[config.mk]
export PLATFORM = sky130hd
export DESIGN_NAME = pulse_width_capture_top
export DESIGN_NICKNAME = d
export VERILOG_FILES = /design/src/hw/rtl/pwc_pkg.sv /design/src/hw/rtl/pwc_in_reg.sv /design/src/hw/rtl/pwc_engine.sv /design/src/hw/rtl/pwc_out_reg.sv /design/src/hw/rtl/pulse_width_capture_top.sv
export SDC_FILE = /design/constraint.sdc
export NUM_CORES = 1
export LEC_CHECK = 0
export BUFFER_PORTS_ARGS = -buffer_cell sky130_fd_sc_hd__buf_2
export CAP_MARGIN = 20
export CELL_PAD_IN_SITES_DETAIL_PLACEMENT = 1
export CELL_PAD_IN_SITES_GLOBAL_PLACEMENT = 1
export CORE_ASPECT_RATIO = 2
export CORE_MARGIN = 2
export CORE_UTILIZATION = 35
export DETAILED_ROUTE_END_ITERATION = 6
export GPL_TIMING_DRIVEN = 0
export PLACE_DENSITY = 0.62
export SLEW_MARGIN = 10
export SYNTH_ARGS = -nofsm -noshare
export SYNTH_HDL_FRONTEND = slang
export SYNTH_SLANG_ARGS = --single-unit
[constraint.sdc]
create_clock -name clk -period 5.97 [get_ports clk]
set_input_delay 1.194 -clock clk [delete_from_list [all_inputs] [get_ports clk]]
set_output_delay 1.194 -clock clk [all_outputs]
set_load 0.01 [all_outputs]
[src/hw/rtl/pwc_pkg.sv]
`timescale 1ns / 1ps
// ---------------------------------------------------------------------------
// pwc_pkg: shared types and constants for the pulse width capture block
// Request and result layouts, phase and error codes.
// ---------------------------------------------------------------------------
package pwc_pkg;

	localparam int PIN_W    = 5;
	localparam int SAMPLE_W = 16;
	localparam int COUNT_W  = 32;
	localparam int ERR_W    = 2;

	// Request kinds
	localparam logic REQ_START = 1'b0;
	localparam logic REQ_TICK  = 1'b1;

	typedef enum logic [1:0] {
		PH_IDLE       = 2'd0,
		PH_WAIT_END   = 2'd1,
		PH_WAIT_START = 2'd2,
		PH_MEASURE    = 2'd3
	} phase_t;

	typedef enum logic [ERR_W-1:0] {
		ERR_OK      = 2'd0,
		ERR_PIN     = 2'd1,
		ERR_TIMEOUT = 2'd2
	} err_t;

	// One input request
	typedef struct packed {
		logic                req_type;
		logic [PIN_W-1:0]    pin_number;
		logic                pulse_level;
		logic [COUNT_W-1:0]  timeout_ticks;
		logic [SAMPLE_W-1:0] pin_levels;
	} req_t;

	// One result, with its valid flag
	typedef struct packed {
		logic               valid;
		logic [COUNT_W-1:0] width;
		err_t               err;
	} res_t;

endpackage

[src/hw/rtl/pwc_in_reg.sv]
`timescale 1ns / 1ps
// ---------------------------------------------------------------------------
// pwc_in_reg: input request register
// Captures one request per cycle; holds it while the result side is blocked.
// ---------------------------------------------------------------------------
module pwc_in_reg
	import pwc_pkg::*;
(
	input  logic clk,
	input  logic arst_n,
	input  logic in_valid,
	output logic in_stall,
	input  req_t req_in,
	input  logic advance,
	output logic valid_s1,
	output req_t req_s1
);

	logic accept;

	// stall only when a held request cannot move on
	assign in_stall = valid_s1 & ~advance;
	assign accept   = in_valid & ~in_stall;

	always_ff @(posedge clk or negedge arst_n) begin
		if (!arst_n) begin
			valid_s1 <= 1'b0;
		end else if (accept) begin
			valid_s1 <= 1'b1;
		end else if (advance) begin
			valid_s1 <= 1'b0;
		end
	end

	// payload, no reset
	always_ff @(posedge clk) begin
		if (accept) begin
			req_s1 <= req_in;
		end
	end

endmodule

[src/hw/rtl/pwc_engine.sv]
`timescale 1ns / 1ps
// ---------------------------------------------------------------------------
// pwc_engine: measurement state and per-request update
// Phase sequencing, saturating tick counters and timeout check.
// ---------------------------------------------------------------------------
module pwc_engine
	import pwc_pkg::*;
#(
	parameter int NUM_PINS = 16
) (
	input  logic clk,
	input  logic arst_n,
	input  logic fire,
	input  req_t req,
	output res_t res
);

	localparam logic [PIN_W:0] MAX_PIN = (PIN_W+1)'(NUM_PINS);

	phase_t             phase_q, phase_d;
	logic [PIN_W-1:0]   pin_q, pin_d;
	logic               level_q, level_d;
	logic [COUNT_W-1:0] limit_q, limit_d;
	logic [COUNT_W-1:0] elapsed_q, elapsed_d;
	logic [COUNT_W-1:0] width_q, width_d;
	logic               sample;
	logic               pin_ok;
	logic               finished;

	assign pin_ok = (req.pin_number != '0) && ({1'b0, req.pin_number} <= MAX_PIN);

	// pins past the sample word read as low
	assign sample = pin_q[PIN_W-1] ? 1'b0 : req.pin_levels[pin_q[PIN_W-2:0]];

	// next state and result
	always_comb begin
		phase_d   = phase_q;
		pin_d     = pin_q;
		level_d   = level_q;
		limit_d   = limit_q;
		elapsed_d = elapsed_q;
		width_d   = width_q;
		finished  = 1'b0;
		res.valid = 1'b0;
		res.width = '0;
		res.err   = ERR_OK;
		if (req.req_type == REQ_START) begin
			if (!pin_ok) begin
				phase_d   = PH_IDLE;
				res.valid = 1'b1;
				res.err   = ERR_PIN;
			end else begin
				pin_d     = req.pin_number - PIN_W'(1);
				level_d   = req.pulse_level;
				limit_d   = req.timeout_ticks;
				elapsed_d = '0;
				width_d   = '0;
				phase_d   = PH_WAIT_END;
			end
		end else if (phase_q != PH_IDLE) begin
			unique case (phase_q)
				PH_WAIT_END: begin
					if (sample != level_q) phase_d = PH_WAIT_START;
				end
				PH_WAIT_START: begin
					if (sample == level_q) begin
						phase_d = PH_MEASURE;
						width_d = COUNT_W'(1);
					end
				end
				PH_MEASURE: begin
					if (sample == level_q) begin
						if (width_q != '1) width_d = width_q + COUNT_W'(1);
					end else begin
						finished  = 1'b1;
						phase_d   = PH_IDLE;
						res.valid = 1'b1;
						res.width = width_q;
						res.err   = ERR_OK;
					end
				end
				default: ;
			endcase
			// timeout runs over all phases; completion wins
			if (!finished) begin
				if (elapsed_q != '1) elapsed_d = elapsed_q + COUNT_W'(1);
				if (elapsed_d >= limit_q) begin
					phase_d   = PH_IDLE;
					res.valid = 1'b1;
					res.width = '0;
					res.err   = ERR_TIMEOUT;
				end
			end
		end
	end

	always_ff @(posedge clk or negedge arst_n) begin
		if (!arst_n) begin
			phase_q   <= PH_IDLE;
			pin_q     <= '0;
			level_q   <= 1'b0;
			limit_q   <= '0;
			elapsed_q <= '0;
			width_q   <= '0;
		end else if (fire) begin
			phase_q   <= phase_d;
			pin_q     <= pin_d;
			level_q   <= level_d;
			limit_q   <= limit_d;
			elapsed_q <= elapsed_d;
			width_q   <= width_d;
		end
	end

endmodule

[src/hw/rtl/pwc_out_reg.sv]
`timescale 1ns / 1ps
// ---------------------------------------------------------------------------
// pwc_out_reg: result register
// Holds one result until the downstream side takes it.
// ---------------------------------------------------------------------------
module pwc_out_reg
	import pwc_pkg::*;
(
	input  logic               clk,
	input  logic               arst_n,
	input  logic               fire,
	input  res_t               res,
	output logic               advance,
	output logic               out_valid,
	input  logic               out_stall,
	output logic [COUNT_W-1:0] pulse_width,
	output logic [ERR_W-1:0]   error_code
);

	logic               valid_q;
	logic [COUNT_W-1:0] width_q;
	err_t               err_q;
	logic               load;

	// room when empty or being drained this cycle
	assign advance = ~valid_q | ~out_stall;
	assign load    = fire & res.valid;

	always_ff @(posedge clk or negedge arst_n) begin
		if (!arst_n) begin
			valid_q <= 1'b0;
		end else if (load) begin
			valid_q <= 1'b1;
		end else if (!out_stall) begin
			valid_q <= 1'b0;
		end
	end

	always_ff @(posedge clk) begin
		if (load) begin
			width_q <= res.width;
			err_q   <= res.err;
		end
	end

	assign out_valid   = valid_q;
	assign pulse_width = width_q;
	assign error_code  = err_q;

endmodule

[src/hw/rtl/pulse_width_capture_top.sv]
`timescale 1ns / 1ps
// A request waits in the input register until the result register has room.
// Throughput: one request per cycle while in_stall is low; the phase and counter update is one pass.
// A held result blocks new requests only while out_stall is high.
// Reset (arst_n low, asynchronous): phase idle, counters and pin cleared,
// no request or result held.
// ---------------------------------------------------------------------------
// pulse_width_capture_top: pulse width measurement with timeout
// Input register, measurement engine and result register.
// ---------------------------------------------------------------------------
module pulse_width_capture_top
	import pwc_pkg::*;
#(
	parameter int NUM_PINS = 16
) (
	input  logic                clk,
	input  logic                arst_n,
	input  logic                in_valid,
	output logic                in_stall,
	input  logic                req_type,
	input  logic [PIN_W-1:0]    pin_number,
	input  logic                pulse_level,
	input  logic [COUNT_W-1:0]  timeout_ticks,
	input  logic [SAMPLE_W-1:0] pin_levels,
	output logic                out_valid,
	input  logic                out_stall,
	output logic [COUNT_W-1:0]  pulse_width,
	output logic [ERR_W-1:0]    error_code
);

	req_t req_in, req_s1;
	res_t res;
	logic valid_s1;
	logic advance;
	logic fire;

	assign req_in = '{req_type:      req_type,
	                  pin_number:    pin_number,
	                  pulse_level:   pulse_level,
	                  timeout_ticks: timeout_ticks,
	                  pin_levels:    pin_levels};

	// a held request is processed when the result register has room
	assign fire = valid_s1 & advance;

	pwc_in_reg u_in_reg (
		.clk      (clk),
		.arst_n   (arst_n),
		.in_valid (in_valid),
		.in_stall (in_stall),
		.req_in   (req_in),
		.advance  (advance),
		.valid_s1 (valid_s1),
		.req_s1   (req_s1)
	);

	pwc_engine #(
		.NUM_PINS (NUM_PINS)
	) u_engine (
		.clk    (clk),
		.arst_n (arst_n),
		.fire   (fire),
		.req    (req_s1),
		.res    (res)
	);

	pwc_out_reg u_out_reg (
		.clk         (clk),
		.arst_n      (arst_n),
		.fire        (fire),
		.res         (res),
		.advance     (advance),
		.out_valid   (out_valid),
		.out_stall   (out_stall),
		.pulse_width (pulse_width),
		.error_code  (error_code)
	);

endmodule

* After elaboration in Yosys (flattened, before gate mapping)
Cells that the tools add are included.
Storage, ports and cells: flip-flop bits (word level) 195, input bits 59, output and inout bits 36, word-level logic and storage cells 98
Cells by class: $add $sub $neg 3, order comparisons 3, eq/ne operators 14, mux-type cells 43, bitwise gates (word level) 10, reductions and logical operators 10
Operators by type and width (count):
- $mux W32 | 13
- $mux W35 | 5
- $add A32 B1 Y32 const B | 2
- $ne A32 B32 Y1 const B | 2
- $pmux W32 S2 | 1
- $ge A32 B32 Y1 | 1
- $mux W2 | 8
- $mux W1 | 14
- $ne A3 B2 Y1 const B | 3
- $reduce_and A7 Y1 | 1
- $pmux W2 S3 | 1
- $reduce_bool A2 Y1 | 3
- $le A5 B5 Y1 const B | 1
- $lt A4 B5 Y1 const B | 1
- $not A1 Y1 | 5
- $reduce_bool A5 Y1 | 1
- $sub A5 B1 Y5 const B | 1
- $and A1 B1 Y1 | 4
- $bmux W1 S4 | 1
- $eq A2 B2 Y1 const B | 2
- $ne A2 B1 Y1 const B | 2
- $reduce_and A2 Y1 | 2
- $reduce_and A4 Y1 | 1
- $ne A3 B1 Y1 const B | 1
- other kinds (7) | 7

* Longest topological paths before layout
Gate-level depths: netlist of the first run.
depth in word-level cells 18, mapped depth 16, gate-level depth less buffers 15

* Modules after synthesis
From an unflattened synthesis of the first run, not the netlist that was laid out.
Unflattened totals: cell total of the unflattened synthesis 838, area, all modules 9616.7 µm²
Modules (own cells, without submodules):
- pwc_engine | times used 1, cells each 739, area each 6836.6 µm², sequential area each 2602.5 µm²
- pwc_in_reg | times used 1, cells each 60, area each 1709.1 µm², sequential area each 1676.6 µm²
- pwc_out_reg | times used 1, cells each 38, area each 1064.8 µm², sequential area each 1046.0 µm²
- pulse_width_capture_top | times used 1, cells each 1, area each 6.3 µm², sequential area each 0.0 µm²

* Worst setup path after synthesis of the first run
Ideal clock, no wire load.
kind register to register, start register u_engine.elapsed_q[3], end register u_out_reg.err_q[0] (netlist: u_out_reg.error_code[0]) (enable), setup time 0.473 ns, data arrival time 5.483 ns, data required time 5.497 ns, setup slack 0.014 ns, stages on the path, launching flop included 17, buffers on the path 2, period minus slack after synthesis 5.956 ns, path through dfrtp_1 -> buf_2 -> nand4_1 -> or4_1 -> or3_1 -> buf_6 -> nand3_2 -> nor2_1 -> xor2_1 -> ha_1 -> o21a_1 -> o21ai_0 -> a21oi_1 -> a221oi_1 -> o21ai_0 -> nor2_1 -> o21ai_0
Between the ends: word-level cells in the longest chain between the ends 11, elaborated cells on any way between the ends 12, classes of those cells add/sub: 1; order compare: 1; eq/ne: 1; mux: 8; bitwise: 1
Ends and longest elaborated chain:
- from (decl) | RTL line pwc_engine.sv:24 | logic [COUNT_W-1:0] elapsed_q, elapsed_d;
- from (signal assigned) | RTL line pwc_engine.sv:110 | elapsed_q <= elapsed_d;
- $add A32 B1 Y32 / $ne A32 B32 Y1 (equally long branches) | RTL line pwc_engine.sv:86 | if (elapsed_q != '1) elapsed_d = elapsed_q + COUNT_W'(1);
- $mux W32 * | RTL line pwc_engine.sv:86
- $mux W32 * | RTL line pwc_engine.sv:85 | if (!finished) begin
- $mux W32 * | RTL line pwc_engine.sv:60 | end else if (phase_q != PH_IDLE) begin
- $mux W32 * | RTL line pwc_engine.sv:47 | if (req.req_type == REQ_START) begin
- $ge A32 B32 Y1 * | RTL line pwc_engine.sv:87 | if (elapsed_d >= limit_q) begin
- $mux W35 * | RTL line pwc_engine.sv:87
- $mux W35 * | RTL line pwc_engine.sv:85
- $mux W35 * | RTL line pwc_engine.sv:60
- $mux W1 * | RTL line pwc_engine.sv:47
- $and A1 B1 Y1 * | RTL line pwc_out_reg.sv:27 | assign load = fire & res.valid;
- named net u_out_reg.load | RTL line pwc_out_reg.sv:23 | logic load;
- to (signal assigned) | RTL line pwc_out_reg.sv:42 | err_q <= res.err;
- to (decl) | RTL line pwc_out_reg.sv:22 | err_t err_q;
The timed path passes the listed nets; every way through them passes the cells marked *. The select of a mux whose other input is x is not followed. A chain may end at the register's enable or synchronous reset.

* Worst setup path after layout of the first run
start register u_engine.elapsed_q[0], end register u_out_reg.width_q[27] (netlist: u_out_reg.pulse_width[27]) (enable)
Between the ends: word-level cells in the longest chain between the ends 11, elaborated cells on any way between the ends 12, classes of those cells add/sub: 1; order compare: 1; eq/ne: 1; mux: 8; bitwise: 1
Ends and longest elaborated chain:
- $add A32 B1 Y32 / $ne A32 B32 Y1 (equally long branches) | RTL line pwc_engine.sv:86
- $mux W32 * | RTL line pwc_engine.sv:86
- $mux W32 * | RTL line pwc_engine.sv:85
- $mux W32 * | RTL line pwc_engine.sv:60
- $mux W32 * | RTL line pwc_engine.sv:47
- $ge A32 B32 Y1 * | RTL line pwc_engine.sv:87
- $mux W35 * | RTL line pwc_engine.sv:87
- $mux W35 * | RTL line pwc_engine.sv:85
- $mux W35 * | RTL line pwc_engine.sv:60
- $mux W1 * | RTL line pwc_engine.sv:47
- $and A1 B1 Y1 * | RTL line pwc_out_reg.sv:27
- named net u_out_reg.load | RTL line pwc_out_reg.sv:23
- to (signal assigned) | RTL line pwc_out_reg.sv:41 | width_q <= res.width;
- to (decl) | RTL line pwc_out_reg.sv:21 | logic [COUNT_W-1:0] width_q;
Marks and branches as above.

==> results of run 1 <==
-- layout by cell type (no fill, tap or decap), types with 10 or more instances in the layout --
cell	count
and3_1	46
ha_1	36
edfxtp_1	89
nor3_1	26
a21o_1	24
clkbuf_1	32
nor2_1	53
nand3_1	28
inv_1	50
o21ai_0	63
dfrtp_1	106
clkbuf_16	17
nand2_1	85
a21oi_1	31
or3_1	16
xnor2_1	47
nand4_1	23
buf_2	99
and2_1	10
-- worst min-delay path, cell delays in order, from the launching register on --
cell and delay, ns:
edfxtp_1 0.32, nand2_1 0.04, o21ai_0 0.06
-- report_power, final --
| group | leakage (nW) | total (mW) | switching [mW] | internal (mW) |
|---|---|---|---|---|
| Clock | 0.264 | 1.13 | 0.538 | 0.595 |
| Sequential | 2.26 | 1.66 | 0.0902 | 1.57 |
| Combinational | 2.23 | 0.755 | 0.493 | 0.262 |
-- area by class of cell --
type,instances,area share
flip-flops and latches,195,0.481
multi-input cells,595,0.347
repair buffers,97,0.0491
clock buffers,21,0.0407
well taps,348,0.0393
inverters,50,0.0170
plain buffers,39,0.0151
clock inverters,11,0.0104
diodes,1,0.000226
-- worst paths after layout --
path | cells past startpoint | endpoint | start | slack (ns)
min reg2reg | 2 | u_engine.limit_q[28] | u_in_reg.req_s1[44] | 0.45
max reg2reg | 16 | u_out_reg.pulse_width[27] | u_engine.elapsed_q[0] | 0.63
max | 16 | u_out_reg.pulse_width[27] | u_engine.elapsed_q[0] | 0.63
min in group asynchronous | 1 | u_engine.width_q[24] | arst_n | 0.63
max in group asynchronous | 2 | u_engine.limit_q[18] | arst_n | 4.61
min | 2 | u_engine.limit_q[28] | u_in_reg.req_s1[44] | 0.45
-- state kept, by name (all words and copies together), names as in the netlist --
register / flops
u_engine.width_q: 32
u_engine.elapsed_q: 32
u_engine.pin_q: 5
u_out_reg.out_valid: 1
u_out_reg.pulse_width: 32
u_in_reg.req_s1: 55
u_engine.limit_q: 32
u_out_reg.error_code: 2
u_in_reg.valid_s1: 1
u_engine.level_q: 1
u_engine.phase_q: 2
-- cell families (layout without fill, tap and decap cells) --
kind of cell,count (synthesis),in the layout,synth area share
simple gates,324,324,0.174
flops,195,195,0.560
compound gates,166,166,0.110
buf+inv,89,218,0.0374
xor+xnor,57,57,0.0533
fa+ha+maj,36,36,0.0474
mux,12,12,0.0174
other cells,0,1,0
-- per-layer routing --
layer	share of wire	track usage
met4	0.035	0.0958
met5	0	0
met2	0.58	0.372
met1	0.37	0.196
met3	0.020	0.0270
-- through the flow --
stage                util  power [mW]  setup TNS, ns
floorplan               -        2.15              0
global placement    0.389        2.43         -85.43
detailed placement  0.392        2.46              0
CTS                 0.413        3.61              0
global route        0.413        3.75              0
finish              0.413        3.55              0
==> results.py, run 1 <==
metrics = {
    "layout": {
        "fin_nets": 1090,
        "drive_above_1_share": 0.155,
        "multi_input_area_sq_mm": 0.00384,
        "fin_cells": 1357,
        "area_growth_pct": 16.4,
        "fin_area_sq_mm": 0.0111,
        "fillers": 3030,
        "regArea_sq_mm": 0.00533,
    },
    "timing": {
        "fin_crit_ns": 5.34,
        "setup_viol": 0,
        "hold_ws_ns": 0.455,
        "drv_slew": 0,
        "hold_viol": 0,
        "period_share": 0.894,
        "tightest_slew_ns": 0.841,
        "maxClockFrequency_mhz": 187,
        "skew_ns": 0.0111,
        "rsz0062_at_grt": "no",
        "slew_headroom": 0.431,
        "setup_slack_ns": 0.633,
    },
    "synth": {
        "yosysMostFrequentCell": "dfrtp_1",
        "ys_seq_elements": 195,
        "synth_commonest_cells": "dfrtp_1, edfxtp_1, nand2_1",
        "synth_edf_count": 89,
        "netlist.area_leader.share": 0.281,
        "synth_area_sq_mm": 0.00951,
        "synthArstFlopShare": 0.544,
        "avgSynthCellArea_sq_um": 10.8,
        "yosysWarnings": 0,
        "synth_ff_type": "dfrtp_1",
        "synthDistinctLibCells": 61,
        "syn-instance-count": 879,
        "yosys-top-cells-area": "edfxtp_1, dfrtp_1, ha_1",
        "synth_nets": 974,
        "seq_area_frac_synth": 0.560,
        "synth_top_cell_by_area": "edfxtp_1",
    },
    "global_route": {
        "first_global_vias": 7828,
        "antenna_found_initial": 0,
        "grt_max_degree": 73,
        "grt-ovfl-total": 0,
        "grt_pass1_wl_mm": 41.8,
        "grtUsageTotal": 0.193,
    },
    "placed_design": {
        "dp.final_hpwl_mm": 19.5,
        "placed_area_sq_mm": 0.0105,
        "dp_cells": 1324,
        "gp_congestion": 0.844,
        "place_ws_ns": 0.474,
        "io_buffers": 94,
    },
    "floorplan": {
        "ioPinCount": 95,
        "die-area_sq_mm": 0.0286,
        "die_h_um": 237,
        "rows": 85,
        "start_util": 0.355,
        "fp.dieW_um": 121,
        "coreArea_sq_mm": 0.0268,
    },
    "worst_setup_path": {
        "worst_setup_path_start_kind": "flip-flop",
        "critPathBufInv": 1,
        "critical_path_class": "reg2reg",
        "critical-path-slowest-cell": "a221oi_1",
        "slowest_delay_ns": 0.58,
        "cp_cell_sequence": "ha_1 -> nand2_1 -> nor4_1 -> o311ai_1 -> nor3_2 -> nand3_1 -> nor2_1 -> xor2_1 -> ha_1 -> and4_1 -> a221oi_1 -> o221a_2 -> o21ai_0 -> nor2_1 -> o21ai_4 -> buf_16",
        "worstPathMaxFanout": 18,
        "required_ns": 6.18,
        "crit_family": "simple AND/OR/NAND/NOR gates",
        "worstPathArrival_ns": 5.55,
        "end_kind": "flip-flop",
    },
    "clock_tree": {
        "cts_tree": "yes",
        "cts-resized-gates": 0,
        "post_cts_buffers": 0,
        "clockRootBuffer": "clkbuf_16",
        "clk-insertion-delay-late_ns": 0.46,
        "numClockSinks": 195,
        "cts_made_buffers": 17,
        "ctsLongestPathBuffers": 2,
        "clk_pin_slew_worst_paths_ns": 0.07,
        "holdBufCountCts": 0,
        "ctsHtreeMaxLevel": 4,
    },
    "drt": {
        "drt_iter0_markers": 259,
        "drt_pass1_iterations": 6,
        "viasPerCell": 5.23,
        "wire_per_inst_um": 19.1,
        "postRouteAntennaNets": 0,
        "dr_total_vias": 7103,
        "drt_wl_total_mm": 26.0,
        "drc_errors": 0,
    },
    "status": {
        "status": "finished clean",
    },
    "pwr": {
        "power_leakage_nw": 4.75,
        "vdd_drop_max_v": 0.000205,
        "power.density_mw_per_mm2": 321,
    },
    "flow_run": {
        "drv_cap": 0,
    },
    "worst_hold_path": {
        "hp-class": "reg2reg",
    },
}
Power figures use the tool's default switching activity.
==> inputs of run 2 (changes only) <==
--- a/config.mk
+++ b/config.mk
@@ -9,7 +9,7 @@
 export CAP_MARGIN = 20
 export CELL_PAD_IN_SITES_DETAIL_PLACEMENT = 1
 export CELL_PAD_IN_SITES_GLOBAL_PLACEMENT = 1
-export CORE_ASPECT_RATIO = 2
+export CORE_ASPECT_RATIO = 1.75
 export CORE_MARGIN = 2
 export CORE_UTILIZATION = 35
 export DETAILED_ROUTE_END_ITERATION = 6
==> run 2 against run 1 <==
Critical path depth unchanged. Fmax grew 0.62%. Via count up 0.35%. Final cell count fell by 1.7%. Utilization increased by 0.21 points. Count of clock-buffer cells in the layout shrank 4. Wire length decreased by 0.57%. Hold slack got worse by 0.0034 ns. Total power rose by 2.0%. Combinational power barely moved. Register-to-register slack improved by 0.03 ns. Largest power group unchanged. Highest routed layer unchanged.
==> results.py, run 2 (synthesized netlist as in run 1, its figures left out) <==
metrics = {
    "placed_design": {
        "dp_cells": 1300,
        "dp.final_hpwl_mm": 19.0,
        "gp_congestion": 0.815,
        "place_ws_ns": 0.623,
        "io_buffers": 94,
    },
    "status": {
        "status": "finished clean",
    },
    "clock_tree": {
        "cts_made_buffers": 17,
        "numClockSinks": 195,
        "ctsLongestPathBuffers": 2,
        "clk-insertion-delay-late_ns": 0.46,
        "holdBufCountCts": 0,
        "post_cts_buffers": 0,
        "clockRootBuffer": "clkbuf_16",
        "ctsHtreeMaxLevel": 4,
        "clk_pin_slew_worst_paths_ns": 0.08,
        "cts-resized-gates": 0,
        "cts_tree": "yes",
    },
    "floorplan": {
        "ioPinCount": 95,
        "die_h_um": 222,
        "rows": 79,
        "coreArea_sq_mm": 0.0267,
        "start_util": 0.356,
        "fp.dieW_um": 129,
        "die-area_sq_mm": 0.0285,
    },
    "worst_setup_path": {
        "end_kind": "flip-flop",
        "cp_cell_sequence": "ha_1 -> nand2_1 -> nor4_1 -> o311ai_1 -> nor3_2 -> nand3_1 -> nor2_1 -> xor2_1 -> ha_1 -> and4_1 -> a221oi_1 -> o221a_2 -> o21ai_0 -> nor2_1 -> o21ai_4 -> buf_16",
        "path_depth": 16,
        "crit_family": "simple AND/OR/NAND/NOR gates",
        "worstPathArrival_ns": 5.52,
        "critical-path-slowest-cell": "a221oi_1",
        "startpoint": "u_engine.elapsed_q[0]",
        "critical_path_class": "reg2reg",
        "rr_worst_depth": 16,
        "slowest_delay_ns": 0.58,
        "worst_setup_path_start_kind": "flip-flop",
        "required_ns": 6.19,
        "rr_endpoint": "u_out_reg.pulse_width[19]",
        "worstPathMaxFanout": 19,
        "r2r_slack_ns": 0.67,
        "critPathBufInv": 1,
        "r2r_start": "u_engine.elapsed_q[0]",
    },
    "timing": {
        "hold_viol": 0,
        "maxClockFrequency_mhz": 189,
        "slew_headroom": 0.441,
        "drv_slew": 0,
        "fin_crit_ns": 5.30,
        "tightest_slew_ns": 0.838,
        "setup_tns_ns": 0,
        "setup_viol": 0,
        "skew_ns": 0.00840,
        "rsz0062_at_grt": "no",
        "period_share": 0.888,
        "setup_slack_ns": 0.666,
    },
    "worst_hold_path": {
        "hp-class": "reg2reg",
        "min_delay_path_depth": 2,
        "hp-start": "u_in_reg.req_s1[36]",
        "holdPathEnd": "u_engine.limit_q[20]",
    },
    "layout": {
        "fin_cells": 1334,
        "regMostFlops": "u_in_reg.req_s1",
        "area_growth_pct": 16.5,
        "regArea_sq_mm": 0.00533,
        "layout_commonest_cell": "dfrtp_1",
        "layout_common_cells": "dfrtp_1, buf_2, edfxtp_1",
        "fillers": 3001,
        "drive_above_1_share": 0.157,
        "largest_reg_flops": 55,
        "multi_input_area_sq_mm": 0.00384,
        "fin_nets": 1090,
    },
    "global_route": {
        "grt_pass1_wl_mm": 42.1,
        "grtUsageTotal": 0.192,
        "antenna_found_initial": 2,
        "grt_max_degree": 59,
        "first_global_vias": 7864,
        "grt-ovfl-total": 0,
    },
    "drt": {
        "wire_per_inst_um": 19.4,
        "viasPerCell": 5.34,
        "drt_wl_total_mm": 25.8,
        "drc_errors": 0,
        "drt_pass1_iterations": 4,
        "dr_total_vias": 7128,
        "drt_iter0_markers": 265,
        "postRouteAntennaNets": 0,
    },
    "pwr": {
        "power.density_mw_per_mm2": 327,
        "power_leakage_nw": 4.77,
        "vdd_drop_max_v": 0.000221,
    },
    "flow_run": {
        "drv_cap": 0,
    },
}
run 2: cell type report:
| type | count | area share |
|---|---|---|
| inverters | 50 | 0.0169 |
| flip-flops and latches | 195 | 0.481 |
| clock buffers | 17 | 0.0384 |
| repair buffers | 97 | 0.0487 |
| well taps | 324 | 0.0366 |
| plain buffers | 39 | 0.0151 |
| multi-input cells | 595 | 0.347 |
| clock inverters | 15 | 0.0163 |
| diodes | 2 | 0.000452 |
run 2: worst max-delay path by stage:
stage / endpoint / slack, ns
4_1_cts: u_out_reg.pulse_width[20] / 0.59
3_5_place_dp: u_out_reg.pulse_width[26] / 0.62
6_report: u_out_reg.pulse_width[19] / 0.67
5_1_grt: u_out_reg.pulse_width[18] / 0.26
2_1_floorplan: u_out_reg.error_code[0] / 0.01
3_3_place_gp: u_out_reg.pulse_width[24] / -2.36
run 2: power by group:
| group | internal, mW | switching [mW] | leakage (nW) |
|---|---|---|---|
| Combinational | 0.261 | 0.491 | 2.23 |
| Clock | 0.662 | 0.547 | 0.280 |
| Sequential | 1.57 | 0.0899 | 2.26 |
| Total | 2.49 | 1.13 | 4.77 |
run 2: metrics by stage:
stage / instance area [sq um] / power [mW] / util / hold WS (ns)
after global placement: 10400 / 2.42 / 0.389 / 0.437
after detailed placement: 10500 / 2.45 / 0.392 / 0.439
after CTS: 11100 / 3.68 / 0.415 / 0.456
after floorplan: 9510 / 2.15 / - / 0.426
after global routing: 11100 / 3.82 / 0.415 / 0.478
final: 11100 / 3.62 / 0.415 / 0.451
run 2: per-layer routing:
metal  global-route usage  share of wire
met1                0.202           0.37
met2                0.362           0.57
met3               0.0338          0.024
met4               0.0880          0.032
met5                    0              0
run 2: worst min-delay path: stages, from the launching register on:
cell and delay (ns):
edfxtp_1 0.32, nand2_1 0.04, o21ai_0 0.06
==> inputs of run 3 (changes only) <==
--- a/config.mk
+++ b/config.mk
@@ -9,7 +9,6 @@
 export CAP_MARGIN = 20
 export CELL_PAD_IN_SITES_DETAIL_PLACEMENT = 1
 export CELL_PAD_IN_SITES_GLOBAL_PLACEMENT = 1
-export CORE_ASPECT_RATIO = 1.75
 export CORE_MARGIN = 2
 export CORE_UTILIZATION = 35
 export DETAILED_ROUTE_END_ITERATION = 6
==> run 3 against run 2 <==
Critical endpoint is now u_out_reg.pulse_width[31]. Non-clock buffer count grew 1. Utilization is essentially flat. Worst setup slack lost 0.17 ns. Fmax shrank 3.1%. Total power shrank 0.44%. First-iteration DRC count grew 60%. Clock power is essentially flat. Wire length shrank 9.8%. Via count shrank 2.4%.
==> results.py, run 3 (synthesized netlist as in run 1, its figures left out) <==
metrics = {
    "timing": {
        "tightest_slew_ns": 0.891,
        "setup_viol": 0,
        "maxClockFrequency_mhz": 183,
        "period_share": 0.917,
        "slew_headroom": 0.397,
        "drv_slew": 0,
        "skew_ns": 0.0260,
        "rsz0062_at_grt": "no",
        "hold_viol": 0,
        "setup_slack_ns": 0.498,
        "fin_crit_ns": 5.47,
    },
    "placed_design": {
        "gp_congestion": 0.797,
        "dp.final_hpwl_mm": 16.7,
        "place_ws_ns": 0.540,
        "io_buffers": 94,
    },
    "pwr": {
        "power.internal_mw": 2.47,
        "power.density_mw_per_mm2": 324,
        "power_leakage_nw": 4.79,
        "combPwrFrac": 0.206,
        "clkPwrFrac": 0.335,
        "switchingPower_mw": 1.13,
        "vdd_drop_max_v": 0.000155,
        "total_power_mw": 3.60,
        "sw_frac_of_total": 0.314,
        "seq_power_share": 0.459,
    },
    "floorplan": {
        "die_h_um": 169,
        "coreArea_sq_mm": 0.0268,
        "die-area_sq_mm": 0.0285,
        "rows": 60,
        "fp.dieW_um": 169,
        "ioPinCount": 95,
        "start_util": 0.355,
    },
    "layout": {
        "antenna_cells": 0,
        "area_growth_pct": 17.1,
        "layout_commonest_cell": "dfrtp_1",
        "drive_above_1_share": 0.158,
        "layout_common_cells": "dfrtp_1, buf_2, edfxtp_1",
        "fillers": 2948,
        "regMostFlops": "u_in_reg.req_s1",
        "largest_reg_flops": 55,
        "fin_nets": 1091,
    },
    "drt": {
        "drt_pass1_iterations": 4,
        "wire_per_inst_um": 17.3,
        "drt_iter0_markers": 424,
        "viasPerCell": 5.15,
        "dr_total_vias": 6958,
        "drc_errors": 0,
        "drt_wl_total_mm": 23.3,
        "postRouteAntennaNets": 0,
    },
    "worst_setup_path": {
        "end_kind": "flip-flop",
        "critPathBufInv": 2,
        "cp_cell_sequence": "ha_1 -> nand2_1 -> or4_1 -> or3_1 -> buf_6 -> nand3_2 -> nor2_1 -> xor2_1 -> ha_1 -> a21o_1 -> a211oi_1 -> o211ai_1 -> a221oi_1 -> o21ai_0 -> nor2_1 -> o21ai_4 -> buf_16",
        "worstPathArrival_ns": 5.65,
        "slowest_delay_ns": 0.72,
        "critical_path_class": "reg2reg",
        "worstPathMaxFanout": 24,
        "worst_setup_path_start_kind": "flip-flop",
        "crit_family": "compound AO/OA/AOI/OAI gates",
        "required_ns": 6.15,
        "critical-path-slowest-cell": "a221oi_1",
    },
    "global_route": {
        "grt-ovfl-total": 0,
        "first_global_vias": 7283,
        "grt_pass1_wl_mm": 39.1,
        "grtUsageTotal": 0.173,
        "grt_max_degree": 55,
        "antenna_found_initial": 0,
    },
    "clock_tree": {
        "clk-insertion-delay-late_ns": 0.45,
        "clockRootBuffer": "clkbuf_16",
        "cts-resized-gates": 0,
        "ctsLongestPathBuffers": 2,
        "holdBufCountCts": 0,
        "cts_made_buffers": 17,
        "numClockSinks": 195,
        "post_cts_buffers": 0,
        "cts_tree": "yes",
        "clk_pin_slew_worst_paths_ns": 0.08,
        "ctsHtreeMaxLevel": 4,
    },
    "flow_run": {
        "drv_cap": 0,
    },
    "status": {
        "status": "finished clean",
    },
    "worst_hold_path": {
        "hp-class": "reg2reg",
    },
}
-- run 3: final cells by class --
cell class / instances / area (sq um) / area share
Tap cell: 341 / 427 / 0.0383
Multi-Input combinational cell: 595 / 3840 / 0.345
Sequential cell: 195 / 5330 / 0.479
Clock buffer: 18 / 429 / 0.0386
Buffer: 39 / 168 / 0.0151
Clock inverter: 14 / 194 / 0.0174
Timing Repair Buffer: 98 / 559 / 0.0503
Inverter: 50 / 188 / 0.0169
-- run 3: through the flow --
stage	instances	util	hold WS, ns	instance area [sq um]	setup TNS [ns]
2_1_floorplan	879	-	0.426	9510	0
3_3_place_gp	1314	0.388	0.432	10400	-76.08
3_5_place_dp	1317	0.392	0.441	10500	0
4_1_cts	1349	0.415	0.460	11100	0
5_1_grt	1350	0.415	0.480	11100	0
6_report	1350	0.415	0.450	11100	0
-- run 3: power groups by stage --
| stage | Sequential, mW | Combinational, mW | Clock, mW |
|---|---|---|---|
| after global placement | 1.68 | 0.716 | 0 |
| after global routing | 1.67 | 0.847 | 1.30 |
| final | 1.65 | 0.743 | 1.21 |
| after CTS | 1.66 | 0.757 | 1.25 |
| after detailed placement | 1.68 | 0.752 | 0 |
| after floorplan | 1.67 | 0.481 | 0 |
-- run 3: worst min-delay path: stages (launching register included) --
cell,delay [ns]
edfxtp_1,0.32
nand2_1,0.04
o21ai_0,0.06
-- run 3: metal layers --
metal	wire, um	vias to the layer above	share of wire	GRT usage
met3	555	8	0.024	0.0267
met1	11100	3453	0.48	0.242
met2	11400	96	0.49	0.283
met4	195	0	0.0084	0.0420
li1	-	3401	-	-
met5	0	-	0	0
-- run 3: final timing paths --
check | from | endpoint | slack, ns | cells after the start
max | u_engine.elapsed_q[0] | u_out_reg.pulse_width[31] | 0.50 | 17
min | u_in_reg.req_s1[24] | u_engine.limit_q[8] | 0.45 | 2
max reg2reg | u_engine.elapsed_q[0] | u_out_reg.pulse_width[31] | 0.50 | 17
min reg2reg | u_in_reg.req_s1[24] | u_engine.limit_q[8] | 0.45 | 2
max in group asynchronous | arst_n | u_engine.width_q[19] | 4.58 | 2
min in group asynchronous | arst_n | u_engine.limit_q[12] | 0.71 | 1
